**config.mk**
```make
export PLATFORM = sky130hd
export DESIGN_NAME = servo_slew_rate_limiter
export DESIGN_NICKNAME = d
export VERILOG_FILES = /design/src/sv/ssrl_pkg.sv /design/src/sv/ssrl_div.sv /design/src/sv/servo_slew_rate_limiter.sv
export SDC_FILE = /design/constraint.sdc
export NUM_CORES = 1
export LEC_CHECK = 0
export BUFFER_PORTS_ARGS = -buffer_cell sky130_fd_sc_hd__buf_2
export CAP_MARGIN = 40
export CORE_MARGIN = 2
export CORE_UTILIZATION = 55
export DETAILED_ROUTE_END_ITERATION = 10
export HOLD_SLACK_MARGIN = 0.1
export PLACE_DENSITY_LB_ADDON = 0.25
export SLEW_MARGIN = 20
export SYNTH_ARGS = -nofsm -noshare
export SYNTH_HDL_FRONTEND = slang
export SYNTH_SLANG_ARGS = --single-unit
```
**constraint.sdc**
```tcl
create_clock -name clk_i -period 9.58 [get_ports clk_i]
set_input_delay 1.437 -clock clk_i [delete_from_list [all_inputs] [get_ports clk_i]]
set_output_delay 1.437 -clock clk_i [all_outputs]
set_load 0.1 [all_outputs]
```
**src/sv/ssrl_pkg.sv**
```systemverilog
// Shared constants for the servo slew-rate limiter.
// Used by servo_slew_rate_limiter; no dependencies.
package ssrl_pkg;

  // parameter defaults
  localparam int CHANNELS_DEF    = 8;
  localparam int VALUE_LIMIT_DEF = 1250;
  localparam int FRAME_US_DEF    = 22500;

  // field widths
  localparam int CH_W      = 3;
  localparam int TGT_W     = 12;
  localparam int DATA_W    = 16;   // channel + target, padded to bytes
  localparam int POS_W     = 16;   // stored position, 1/100 percent
  localparam int SLOTS     = 8;
  localparam int DELAY_W   = 7;
  localparam int TABLE_W   = SLOTS * DELAY_W;
  localparam int DIVISOR_W = 14;   // delay * 100 fits below 2**14

  localparam logic [DIVISOR_W-1:0] DELAY_SCALE = DIVISOR_W'(100);

  // x / 10 == (x * 52429) >> 19 for every x below 2**16
  localparam int          RECIP_SH = 19;
  localparam logic [16:0] RECIP10  = 17'd52429;

  // configuration register indexes
  localparam int CFG_IDX_W = 2;
  localparam logic [CFG_IDX_W-1:0] REG_RISE = CFG_IDX_W'(0);
  localparam logic [CFG_IDX_W-1:0] REG_FALL = CFG_IDX_W'(1);

endpackage

```
**src/sv/ssrl_div.sv**
```systemverilog
// Bit-serial restoring divider: one quotient bit per clock.
// Depends on nothing; instantiated by servo_slew_rate_limiter.
module ssrl_div #(
  parameter int DIVIDEND_W = 20,
  parameter int DIVISOR_W  = 14
) (
  input  logic                  clk_i,
  input  logic                  rst_ni,
  input  logic                  start_i,
  input  logic [DIVIDEND_W-1:0] dividend_i,
  input  logic [DIVISOR_W-1:0]  divisor_i,
  output logic                  done_o,
  output logic [DIVIDEND_W-1:0] quotient_o
);

  localparam int CNT_W = $clog2(DIVIDEND_W + 1);

  logic                  busy_q;
  logic                  done_q;
  logic [CNT_W-1:0]      cnt_q;
  logic [DIVIDEND_W-1:0] quo_q, quo_d;
  logic [DIVISOR_W-1:0]  rem_q, rem_d;
  logic [DIVISOR_W-1:0]  den_q;
  logic [DIVISOR_W:0]    trial;
  logic                  fits;

  // dividend shifts out of the top of quo_q while quotient bits shift in below
  always_comb begin
    trial = {rem_q, quo_q[DIVIDEND_W-1]};
    fits  = trial >= {1'b0, den_q};
    rem_d = fits ? DIVISOR_W'(trial - {1'b0, den_q}) : trial[DIVISOR_W-1:0];
    quo_d = {quo_q[DIVIDEND_W-2:0], fits};
  end

  always_ff @(posedge clk_i or negedge rst_ni) begin
    if (!rst_ni) begin
      busy_q <= 1'b0;
      done_q <= 1'b0;
      cnt_q  <= '0;
    end else begin
      done_q <= 1'b0;
      if (start_i) begin
        busy_q <= 1'b1;
        cnt_q  <= CNT_W'(DIVIDEND_W);
      end else if (busy_q) begin
        cnt_q <= cnt_q - CNT_W'(1);
        if (cnt_q == CNT_W'(1)) begin
          busy_q <= 1'b0;
          done_q <= 1'b1;
        end
      end
    end
  end

  always_ff @(posedge clk_i) begin
    if (start_i) begin
      quo_q <= dividend_i;
      rem_q <= '0;
      den_q <= divisor_i;
    end else if (busy_q) begin
      quo_q <= quo_d;
      rem_q <= rem_d;
    end
  end

  assign done_o     = done_q;
  assign quotient_o = quo_q;

endmodule

```
**src/sv/servo_slew_rate_limiter.sv**
```systemverilog
// Top level of the per-channel servo slew-rate limiter.
// Depends on ssrl_pkg and ssrl_div.
//
//  channel   direction  payload (low bit first)                  transfer when
//  s_axis    in         tdata: channel[2:0], target[14:3]        tvalid & tready
//  m_axis    out        tdata: out_channel[2:0], position[14:3]  tvalid & tready
//  cfg       in         cfg_index_i, cfg_data_i                  cfg_valid_i & cfg_ready_o
//
// A limited move runs through S_DIV, where the bit-serial step divider works, then
// S_ABS, S_MUL and S_OUT; a jump or an out-of-range channel goes straight to S_OUT.
// One item is in work at a time; s_axis is ready again once the result sits in
// the output register, so a stalled m_axis holds up at most the following item.
// Reset clears all kept positions and both delay tables; no clearing pass.
module servo_slew_rate_limiter
  import ssrl_pkg::*;
#(
  parameter int CHANNELS    = CHANNELS_DEF,
  parameter int VALUE_LIMIT = VALUE_LIMIT_DEF,
  parameter int FRAME_US    = FRAME_US_DEF
) (
  input  logic                 clk_i,
  input  logic                 rst_ni,
  input  logic                 s_axis_tvalid,
  output logic                 s_axis_tready,
  input  logic [DATA_W-1:0]    s_axis_tdata,   // channel[2:0], target[14:3]
  output logic                 m_axis_tvalid,
  input  logic                 m_axis_tready,
  output logic [DATA_W-1:0]    m_axis_tdata,   // out_channel[2:0], position[14:3]
  input  logic                 cfg_valid_i,
  output logic                 cfg_ready_o,
  input  logic [CFG_IDX_W-1:0] cfg_index_i,
  input  logic [TABLE_W-1:0]   cfg_data_i
);

  localparam int TRAVEL   = (2 * VALUE_LIMIT * 10 * FRAME_US) / 1000;
  localparam int TRAVEL_W = $clog2(TRAVEL + 1);
  localparam int SUM_W    = ((TRAVEL_W > POS_W) ? TRAVEL_W : POS_W) + 2;
  localparam int NSLOT    = (CHANNELS > SLOTS) ? SLOTS : CHANNELS;
  localparam int SLOT_W   = (NSLOT > 1) ? $clog2(NSLOT) : 1;

  typedef enum logic [2:0] {
    S_IDLE,
    S_DIV,
    S_ABS,
    S_MUL,
    S_OUT
  } state_e;

  state_e state_q;

  logic [TABLE_W-1:0] rise_q, fall_q;

  logic signed [POS_W-1:0] pos_mem_q [NSLOT];

  logic                     accept;
  logic [CH_W-1:0]          in_ch;
  logic [TGT_W-1:0]         in_tgt;
  logic signed [POS_W-1:0]  tgt_ext, tgt10, pos_rd;
  logic                     in_range;
  logic [DELAY_W-1:0]       rise_sel, fall_sel;
  logic                     go_up, go_dn;

  logic [CH_W-1:0]          ch_q;
  logic [TGT_W-1:0]         res_q;
  logic signed [POS_W-1:0]  tgt10_q, pos_q, pos_new_q;
  logic                     up_q, wr_q, neg_q;
  logic [POS_W-1:0]         mag_q;
  logic                     m_valid_q;
  logic [DATA_W-1:0]        m_data_q;

  logic                     div_start, div_done;
  logic [DIVISOR_W-1:0]     div_den;
  logic [TRAVEL_W-1:0]      step;

  logic signed [SUM_W-1:0]  pos_w, tgt_w, step_w, sum_w, lim_w;
  logic [32:0]              prod;
  logic [POS_W-1:0]         quot;
  logic                     out_free;

  // input decode, position read and direction pick in the transfer cycle
  always_comb begin
    accept   = s_axis_tvalid && s_axis_tready;
    in_ch    = s_axis_tdata[CH_W-1:0];
    in_tgt   = s_axis_tdata[CH_W +: TGT_W];
    tgt_ext  = {{(POS_W-TGT_W){in_tgt[TGT_W-1]}}, in_tgt};
    tgt10    = (tgt_ext <<< 3) + (tgt_ext <<< 1);
    in_range = {1'b0, in_ch} < (CH_W+1)'(CHANNELS);
    pos_rd   = in_range ? pos_mem_q[in_ch[SLOT_W-1:0]] : '0;
    rise_sel = rise_q[DELAY_W*in_ch +: DELAY_W];
    fall_sel = fall_q[DELAY_W*in_ch +: DELAY_W];
    go_up    = in_range && (rise_sel != '0) && (tgt10 > pos_rd);
    go_dn    = in_range && !go_up && (fall_sel != '0) && (tgt10 < pos_rd);
    div_start = accept && (go_up || go_dn);
    div_den   = DIVISOR_W'(go_up ? rise_sel : fall_sel) * DELAY_SCALE;
  end

  ssrl_div #(
    .DIVIDEND_W(TRAVEL_W),
    .DIVISOR_W (DIVISOR_W)
  ) u_div (
    .clk_i     (clk_i),
    .rst_ni    (rst_ni),
    .start_i   (div_start),
    .dividend_i(TRAVEL_W'(TRAVEL)),
    .divisor_i (div_den),
    .done_o    (div_done),
    .quotient_o(step)
  );

  // step and clamp, formed wide so the sum cannot wrap; magnitude divided by ten
  always_comb begin
    pos_w  = {{(SUM_W-POS_W){pos_q[POS_W-1]}}, pos_q};
    tgt_w  = {{(SUM_W-POS_W){tgt10_q[POS_W-1]}}, tgt10_q};
    step_w = {{(SUM_W-TRAVEL_W){1'b0}}, step};
    sum_w  = up_q ? pos_w + step_w : pos_w - step_w;
    if (up_q) begin
      lim_w = (sum_w > tgt_w) ? tgt_w : sum_w;
    end else begin
      lim_w = (sum_w < tgt_w) ? tgt_w : sum_w;
    end
    prod = 33'(mag_q) * 33'(RECIP10);
    quot = POS_W'(prod >> RECIP_SH);
  end

  assign out_free = !m_valid_q || m_axis_tready;

  always_ff @(posedge clk_i or negedge rst_ni) begin
    if (!rst_ni) begin
      state_q   <= S_IDLE;
      m_valid_q <= 1'b0;
      rise_q    <= '0;
      fall_q    <= '0;
      for (int i = 0; i < NSLOT; i++) begin
        pos_mem_q[i] <= '0;
      end
    end else begin
      if (cfg_valid_i) begin
        case (cfg_index_i)
          REG_RISE: rise_q <= cfg_data_i;
          REG_FALL: fall_q <= cfg_data_i;
          default:  ;
        endcase
      end
      // in S_OUT the valid flag is reloaded below
      if (m_valid_q && m_axis_tready && (state_q != S_OUT)) begin
        m_valid_q <= 1'b0;
      end
      case (state_q)
        S_IDLE: begin
          if (accept) begin
            state_q <= (go_up || go_dn) ? S_DIV : S_OUT;
          end
        end
        S_DIV: begin
          if (div_done) begin
            state_q <= S_ABS;
          end
        end
        S_ABS: state_q <= S_MUL;
        S_MUL: state_q <= S_OUT;
        S_OUT: begin
          if (out_free) begin
            m_valid_q <= 1'b1;
            if (wr_q) begin
              pos_mem_q[ch_q[SLOT_W-1:0]] <= pos_new_q;
            end
            state_q <= S_IDLE;
          end
        end
        default: state_q <= S_IDLE;
      endcase
    end
  end

  // payload registers
  always_ff @(posedge clk_i) begin
    case (state_q)
      S_IDLE: begin
        if (accept) begin
          ch_q      <= in_ch;
          tgt10_q   <= tgt10;
          pos_q     <= pos_rd;
          up_q      <= go_up;
          wr_q      <= in_range;
          res_q     <= in_tgt;     // jump result, overwritten when limited
          pos_new_q <= tgt10;
        end
      end
      S_DIV: begin
        if (div_done) begin
          pos_new_q <= POS_W'(lim_w);
        end
      end
      S_ABS: begin
        neg_q <= pos_new_q[POS_W-1];
        mag_q <= pos_new_q[POS_W-1] ? POS_W'(-pos_new_q) : POS_W'(pos_new_q);
      end
      S_MUL: begin
        res_q <= neg_q ? TGT_W'(-quot) : TGT_W'(quot);
      end
      S_OUT: begin
        if (out_free) begin
          m_data_q <= {{(DATA_W-CH_W-TGT_W){1'b0}}, res_q, ch_q};
        end
      end
      default: ;
    endcase
  end

  assign s_axis_tready = (state_q == S_IDLE);
  assign m_axis_tvalid = m_valid_q;
  assign m_axis_tdata  = m_data_q;
  assign cfg_ready_o   = 1'b1;

endmodule
```
Word level (Yosys, flattened, before mapping)
Cells that the tools add are included.
Widths: inputs -> output; s select.
{"block": "word_totals", "reg_bits": 393, "input_bits": 79, "elab_cells": 121}
{"block": "op_classes", "mux": 35, "shifts": 2, "n_lt_le_gt_ge": 8, "n_reduce_logical": 26, "eq_ne": 10, "add_sub_neg": 7, "n_bitwise": 2, "n_mul": 3}
{"cell": "$bwmux 128", "n": 1}
{"cell": "$mux 16", "n": 8}
{"cell": "$shiftx 56x7->7", "n": 2}
{"cell": "$bmux 16 s3", "n": 1}
{"cell": "$demux 16 s3", "n": 1}
{"cell": "$pmux 16 s2", "n": 1}
{"cell": "$mul 16x16->31 const B", "n": 1}
{"cell": "$mux 12", "n": 2}
{"cell": "$pmux 12 s2", "n": 1}
{"cell": "$add 16x21->22", "n": 1}
{"cell": "$gt 22x16->1", "n": 1}
{"cell": "$lt 22x16->1", "n": 1}
{"cell": "$mux 22", "n": 1}
{"cell": "$sub 16x21->22", "n": 1}
{"cell": "$add 15x13->16", "n": 1}
{"cell": "$gt 16x16->1", "n": 1}
{"cell": "$lt 16x16->1", "n": 1}
{"cell": "$neg 16->16", "n": 1}
{"cell": "$ge 15x14->1", "n": 1}
{"cell": "$mux 15", "n": 1}
{"cell": "$pmux 3 s5", "n": 1}
{"cell": "$mux 14", "n": 1}
{"cell": "$reduce_bool 7->1", "n": 2}
{"cell": "$sub 14x14->14", "n": 1}
{"cell": "27 further kinds", "n": 59}

Depth between registers and ports, before layout
{"block": "logic_depth", "depth_word": 13, "depth_mapped": 31, "depth_no_buf": 31}

Hierarchy
Synthesis repeated with hierarchy kept, for this count alone.
{"block": "unflattened", "hier_cells": 2169, "hier_area_um2": 25796.0}
{"module": "servo_slew_rate_limiter", "area_each_um2": 22723.0, "instances": 1, "seq_area_each_um2": 8958.6, "cells_each": 1884}
{"module": "ssrl_div", "area_each_um2": 3072.9, "instances": 1, "seq_area_each_um2": 1476.4, "cells_each": 285}

Least setup slack after synthesis
Ideal clock, no wire load.
{"block": "synth_timing", "kind": "input to register", "start": "input port s_axis_tdata[0]", "end": "register u_div.den_q[13] (data pin)", "stages": 26, "setup_slack_ns": 1.534, "arrival_time_ns": 7.786, "path_cell_list": "buf_2 buf_2 buf_2 buf_1 mux4_2 mux2i_1 ha_1 a21o_1 a21o_1 a21o_1 a21o_1 a211o_1 a21oi_1 mux2i_1 nor2_2 mux2i_1 ha_1 ha_1 fa_1 ha_1 a21oi_1 o21bai_1 a21oi_1 o21bai_1 a21oi_1 xnor2_1"}
{"block": "synth_via", "elab_chain_cells": 8, "word_cells_on_any_way": 12, "cone_classes": "2 x mul; 1 x order compare; 2 x shift; 4 x mux; 1 x bitwise; 2 x reduce/logical"}
{"item": "start: declaration", "line": "servo_slew_rate_limiter.sv:25", "source": "input logic [DATA_W-1:0] s_axis_tdata,"}
{"item": "parallel branches: the longest is 5 deep, another holds $mul 3x3->6"}
{"item": "$logic_and 1x1->1 *", "line": "servo_slew_rate_limiter.sv:91", "source": "go_up = in_range && (rise_sel != '0) && (tgt10 > pos_rd);"}
{"item": "via go_up", "line": "servo_slew_rate_limiter.sv:61", "source": "logic go_up, go_dn;"}
{"item": "$mux 7 *", "line": "servo_slew_rate_limiter.sv:94", "source": "div_den = DIVISOR_W'(go_up ? rise_sel : fall_sel) * DELAY_SCALE;"}
{"item": "$mul 7x5->12 *", "line": "servo_slew_rate_limiter.sv:94"}
{"item": "via div_den[13]", "line": "servo_slew_rate_limiter.sv:72", "source": "logic [DIVISOR_W-1:0] div_den;"}
{"item": "end signal: assignment", "line": "ssrl_div.sv:59", "source": "den_q <= divisor_i;"}
{"item": "end: declaration", "line": "ssrl_div.sv:23", "source": "logic [DIVISOR_W-1:0] den_q;"}
Mark *: on every way through the listed nets, which the timed path passes. The select of a mux whose other input is x is not followed.
A chain may end at the register's enable or synchronous reset.

Worst setup path after layout
{"block": "layout_timing", "start": "input port s_axis_tdata[3]", "end": "register u_div.den_q[13] (data pin)"}
{"block": "layout_via", "elab_chain_cells": 5}
{"item": "$add 15x13->16", "line": "servo_slew_rate_limiter.sv:86", "source": "tgt10 = (tgt_ext <<< 3) + (tgt_ext <<< 1);"}
{"item": "via tgt10[9]", "line": "servo_slew_rate_limiter.sv:58", "source": "logic signed [POS_W-1:0] tgt_ext, tgt10, pos_rd;"}
{"item": "$gt 16x16->1", "line": "servo_slew_rate_limiter.sv:91"}
{"item": "$logic_and 1x1->1", "line": "servo_slew_rate_limiter.sv:91"}
{"item": "via go_up", "line": "servo_slew_rate_limiter.sv:61"}
{"item": "$mux 7", "line": "servo_slew_rate_limiter.sv:94"}
{"item": "$mul 7x5->12", "line": "servo_slew_rate_limiter.sv:94"}
{"item": "via div_den[13]", "line": "servo_slew_rate_limiter.sv:72"}
The timed path passes the listed nets, and every way through them passes these cells.

==> results list <==
- Result of the run: completed
- The worst path needs ~7.5 ns of the cycle, external delays included.
- The setup path with the least slack is of type in -> reg.
* Post-route clock period utilization: between 70 and 80%
* Gate count of the mapped netlist: 2,105
- Pre-Repair DR Iteration Count: 5
- Pin count of the biggest net entering global routing: 100
- IO buf count: 94
- In this run, post-CTS hold repair placed 0 buffers.
- Die Area: 0.0474 mm²
- After detailed routing, the number of remaining DRC violations is 0.
- At the worst endpoint, the required time is 9.88 ns.
* Setup Buffers After CTS: 0
- For this run, the number of Yosys warnings is 0.
* Total gr overflow: 0
- For this configuration, the core starts out at a cell density of 55.6%.
* Async set or reset register ratio after synthesis: 64.0%
- After synthesis, the cell types taking the most area are dfrtp_1, edfxtp_1, ha_1, mux2_2, fa_1.
* Met3 routed wirelength: 2.84 mm
- Post-layout nets: 2,591
* Peak VDD IR: around 0.18 mV
* Slack of the worst reg-to-reg path: approximately 2.7 ns
- Clock tree from TritonCTS: yes
- In this run the power density over the cells is 271 mW/mm².
- Clock tree synthesis found a total of between 300 and 400 sinks.
- H-tree depth reported by CTS: 2
- Data arrival time of the critical path: 7.78 ns
- The netlist uses 79 different library cells.
- In this run the static leakage power is between 0.01 and 0.015 µW.
- Sequential elements use 40.5% of the synthesized area.
- Total count of hold-check failures in the final report: 0
- In this run the top signal layer used is met5.
- The detailed router put a total of 25.1 mm of wire on met1.
* Largest clock skew in the final design: 0.0146 ns
* Critical-path cell with the highest stage delay: fa_1
- Count of boundary I/O pins: 98
- In this run the tightest slew margin relative to its limit is 44.8%.
* Post-route setup TNS: 0 ns
- Synthesis produced a netlist with a net count of 2,505.
- Number of enable-type register cells in the synthesized netlist: 107
* Final-report max-slew violation count: 0
* Clock latency reported for the late side of the worst-skew pair: 0.56 ns
- Clock Tree Root: clkbuf_16
* Post-cts sizing count: 0
- Mean number of vias per cell: 5.65
- In the detailed route, the total length drawn on met2 is roughly 25 mm.
- Clock Pin Slew Worst Setup and Hold Paths: 0.06 ns
- The final layout contains routed wiring with a total length of 54.1 mm.
- Worst path most repeated cell: ha_1
- After detailed placement, the design holds a cell count of 2,745.
* Average cell area after synthesis: around 12 µm²
- Number of antenna-violating nets in the routed design: 0
* Final number of setup-violating endpoints: 0
- Once detailed placement completed, the half-perimeter wirelength came to 40.5 mm.
- Post-DR wirelength/cell: ~19 µm
- After synthesis, the largest area contributor takes up 25.0% of total cell area.
* Cts bufs inserted: 41
- Non-filler cells, final: 2,828
* Share of cells above drive strength 1: 23.1%
- The mapped netlist covers between 0.02 and 0.03 mm².
- Clock Tree Buf Depth: 3
* Startpoint kind of the worst setup timing path: input port
* Cell with the most instances after synthesis: inv_1
- Overall global routing resource usage: between 20% and 30%
- Kind of path behind the tightest hold check: reg -> reg
- Largest stage delay on the critical path: about 0.4 ns
* Final weighted congestion in routability-driven placement: 0.887
- From synthesis to final layout, the design area changed by 10.6%.
- Maximum fanout along the worst path: 9
- The number of antenna violations at the first check in global routing came to 10.
- Timing would allow up to ~130 MHz.
* First-pass GRT wire length: 86.9 mm
- Synth top cells by count: inv_1, dfrtp_1, mux2_2, ha_1, edfxtp_1
* Max_cap viols: 0
- Critical path capture point type: flop
- DIE WIDTH: 218 µm
- After floorplanning, the core was sized to cover approximately 0.045 mm².
* Via count of the routed design: about 16,000
* Die Span Y: ~220 µm
* Detailed router's first-iteration violation count: 888
- Filler Cells Inserted: about 3,500
- Num rows: between 70 and 80
* Top cell type by total area after synthesis: dfrtp_1
- Pin slew with the least headroom to its limit: 0.828 ns
- Vias in the first global route: 16,400
- RSZ-0062 raised after global routing: no
- Main flop type after synthesis: dfrtp_1
- Number of storage elements in the synthesis netlist: 392
==> path summary, 6_finish.rpt <==
check | depth (start not counted) | from | end
hold / removal | 0 | res_q[2] | m_axis_tdata[5]
setup / recovery | 31 | s_axis_tdata[3] | u_div.den_q[13]
setup reg to reg | 21 | mag_q[8] | res_q[11]
hold reg to reg | 0 | res_q[2] | m_axis_tdata[5]
min in group asynchronous | 1 | rst_ni | u_div.cnt_q[0]
max in group asynchronous | 3 | rst_ni | pos_mem_q[90]
==> logic make-up (layout without fill, tap and decap cells) <==
group           Yosys count  count (layout)  share of synthesized area [%]
mux                     377             377                           19.2
xor+xnor                108             108                           3.80
other cells               2               6                         0.0299
fa+ha+maj               321             321                           18.5
buf+inv                 347             466                           5.30
simple gates            294             294                           5.84
compound gates          264             264                           6.78
flops                   392             392                           40.5
==> cell type report <==
cell class / count / area [µm²] / area share (%)
tap: 600 / 751 / 2.70
inverter: 266 / 998 / 3.59
clock buffer: 56 / 1140 / 4.12
multi-input combinational: 1366 / 13600 / 49.1
sequential: 392 / 10200 / 36.6
timing repair buffer: 124 / 817 / 2.94
clock inverter: 20 / 250 / 0.901
antenna: 4 / 10.0 / 0.0360
==> through the flow <==
stage	util [%]	hold WS, ns	worst slack [ns]	area, µm²	total power [µW]
finish	61.5	0.420	2.10	27800	7530
global route	61.5	0.436	1.42	27800	8100
CTS	61.4	0.423	2.09	27700	7560
detailed placement	58.3	0.408	1.55	26300	5860
global placement	58.0	0.405	1.63	26200	5740
floorplan	-	0.400	1.53	25100	5030
==> worst max-delay path: cells and delay by family <==
kind | cells | cell delay [ns]
AND/OR/NAND/NOR | 3 | 0.44
adder cells (fa/ha/maj) | 7 | 2.17
multiplexers | 2 | 0.74
XOR/XNOR | 2 | 0.39
AO/OA/AOI/OAI | 15 | 2.35
buffers and inverters | 2 | 0.25
==> power by group <==
group / switching, µW / internal, µW / total, µW
Clock: 672 / 978 / 1650
Sequential: 295 / 2150 / 2450
Combinational: 1850 / 1580 / 3430
Total: 2820 / 4710 / 7530
==> registers in the layout, summed over array words and instances, names as in the netlist, 5 cells and up <==
register / count
fall_q: 56
m_axis_tdata: 15
mag_q: 16
pos_mem_q: 128
pos_new_q: 16
pos_q: 16
res_q: 12
rise_q: 56
tgt10_q: 15
u_div.cnt_q: 5
u_div.den_q: 12
u_div.quotient_o: 20
u_div.rem_q: 14
==> layer usage <==
metal	up-vias	track usage (%)
li1	7593	-
met4	10	5.73
met1	8013	33.2
met3	79	4.31
met5	-	0
met2	297	37.1
==> cells in the final DEF (no fill, tap or decap), types with 9 or more instances in the layout <==
cell type and n:
a211oi_1 15, a21o_1 35, a21oi_1 72, a31oi_1 9
buf_2 92, buf_4 20, clkbuf_1 10, clkbuf_16 42
dfrtp_1 250, dfxtp_1 34, edfxtp_1 107, fa_1 85
ha_1 236, inv_1 265, mux2_2 239, mux2i_1 78
mux4_2 60, nand2_1 77, nand2b_1 19, nand3_1 17
nand4_1 12, nor2_1 79, nor2b_1 11, nor3_1 22
o21a_1 10, o21ai_0 59, o21bai_1 9, xnor2_1 65
xor2_1 42
Power figures use the tool's default switching activity.
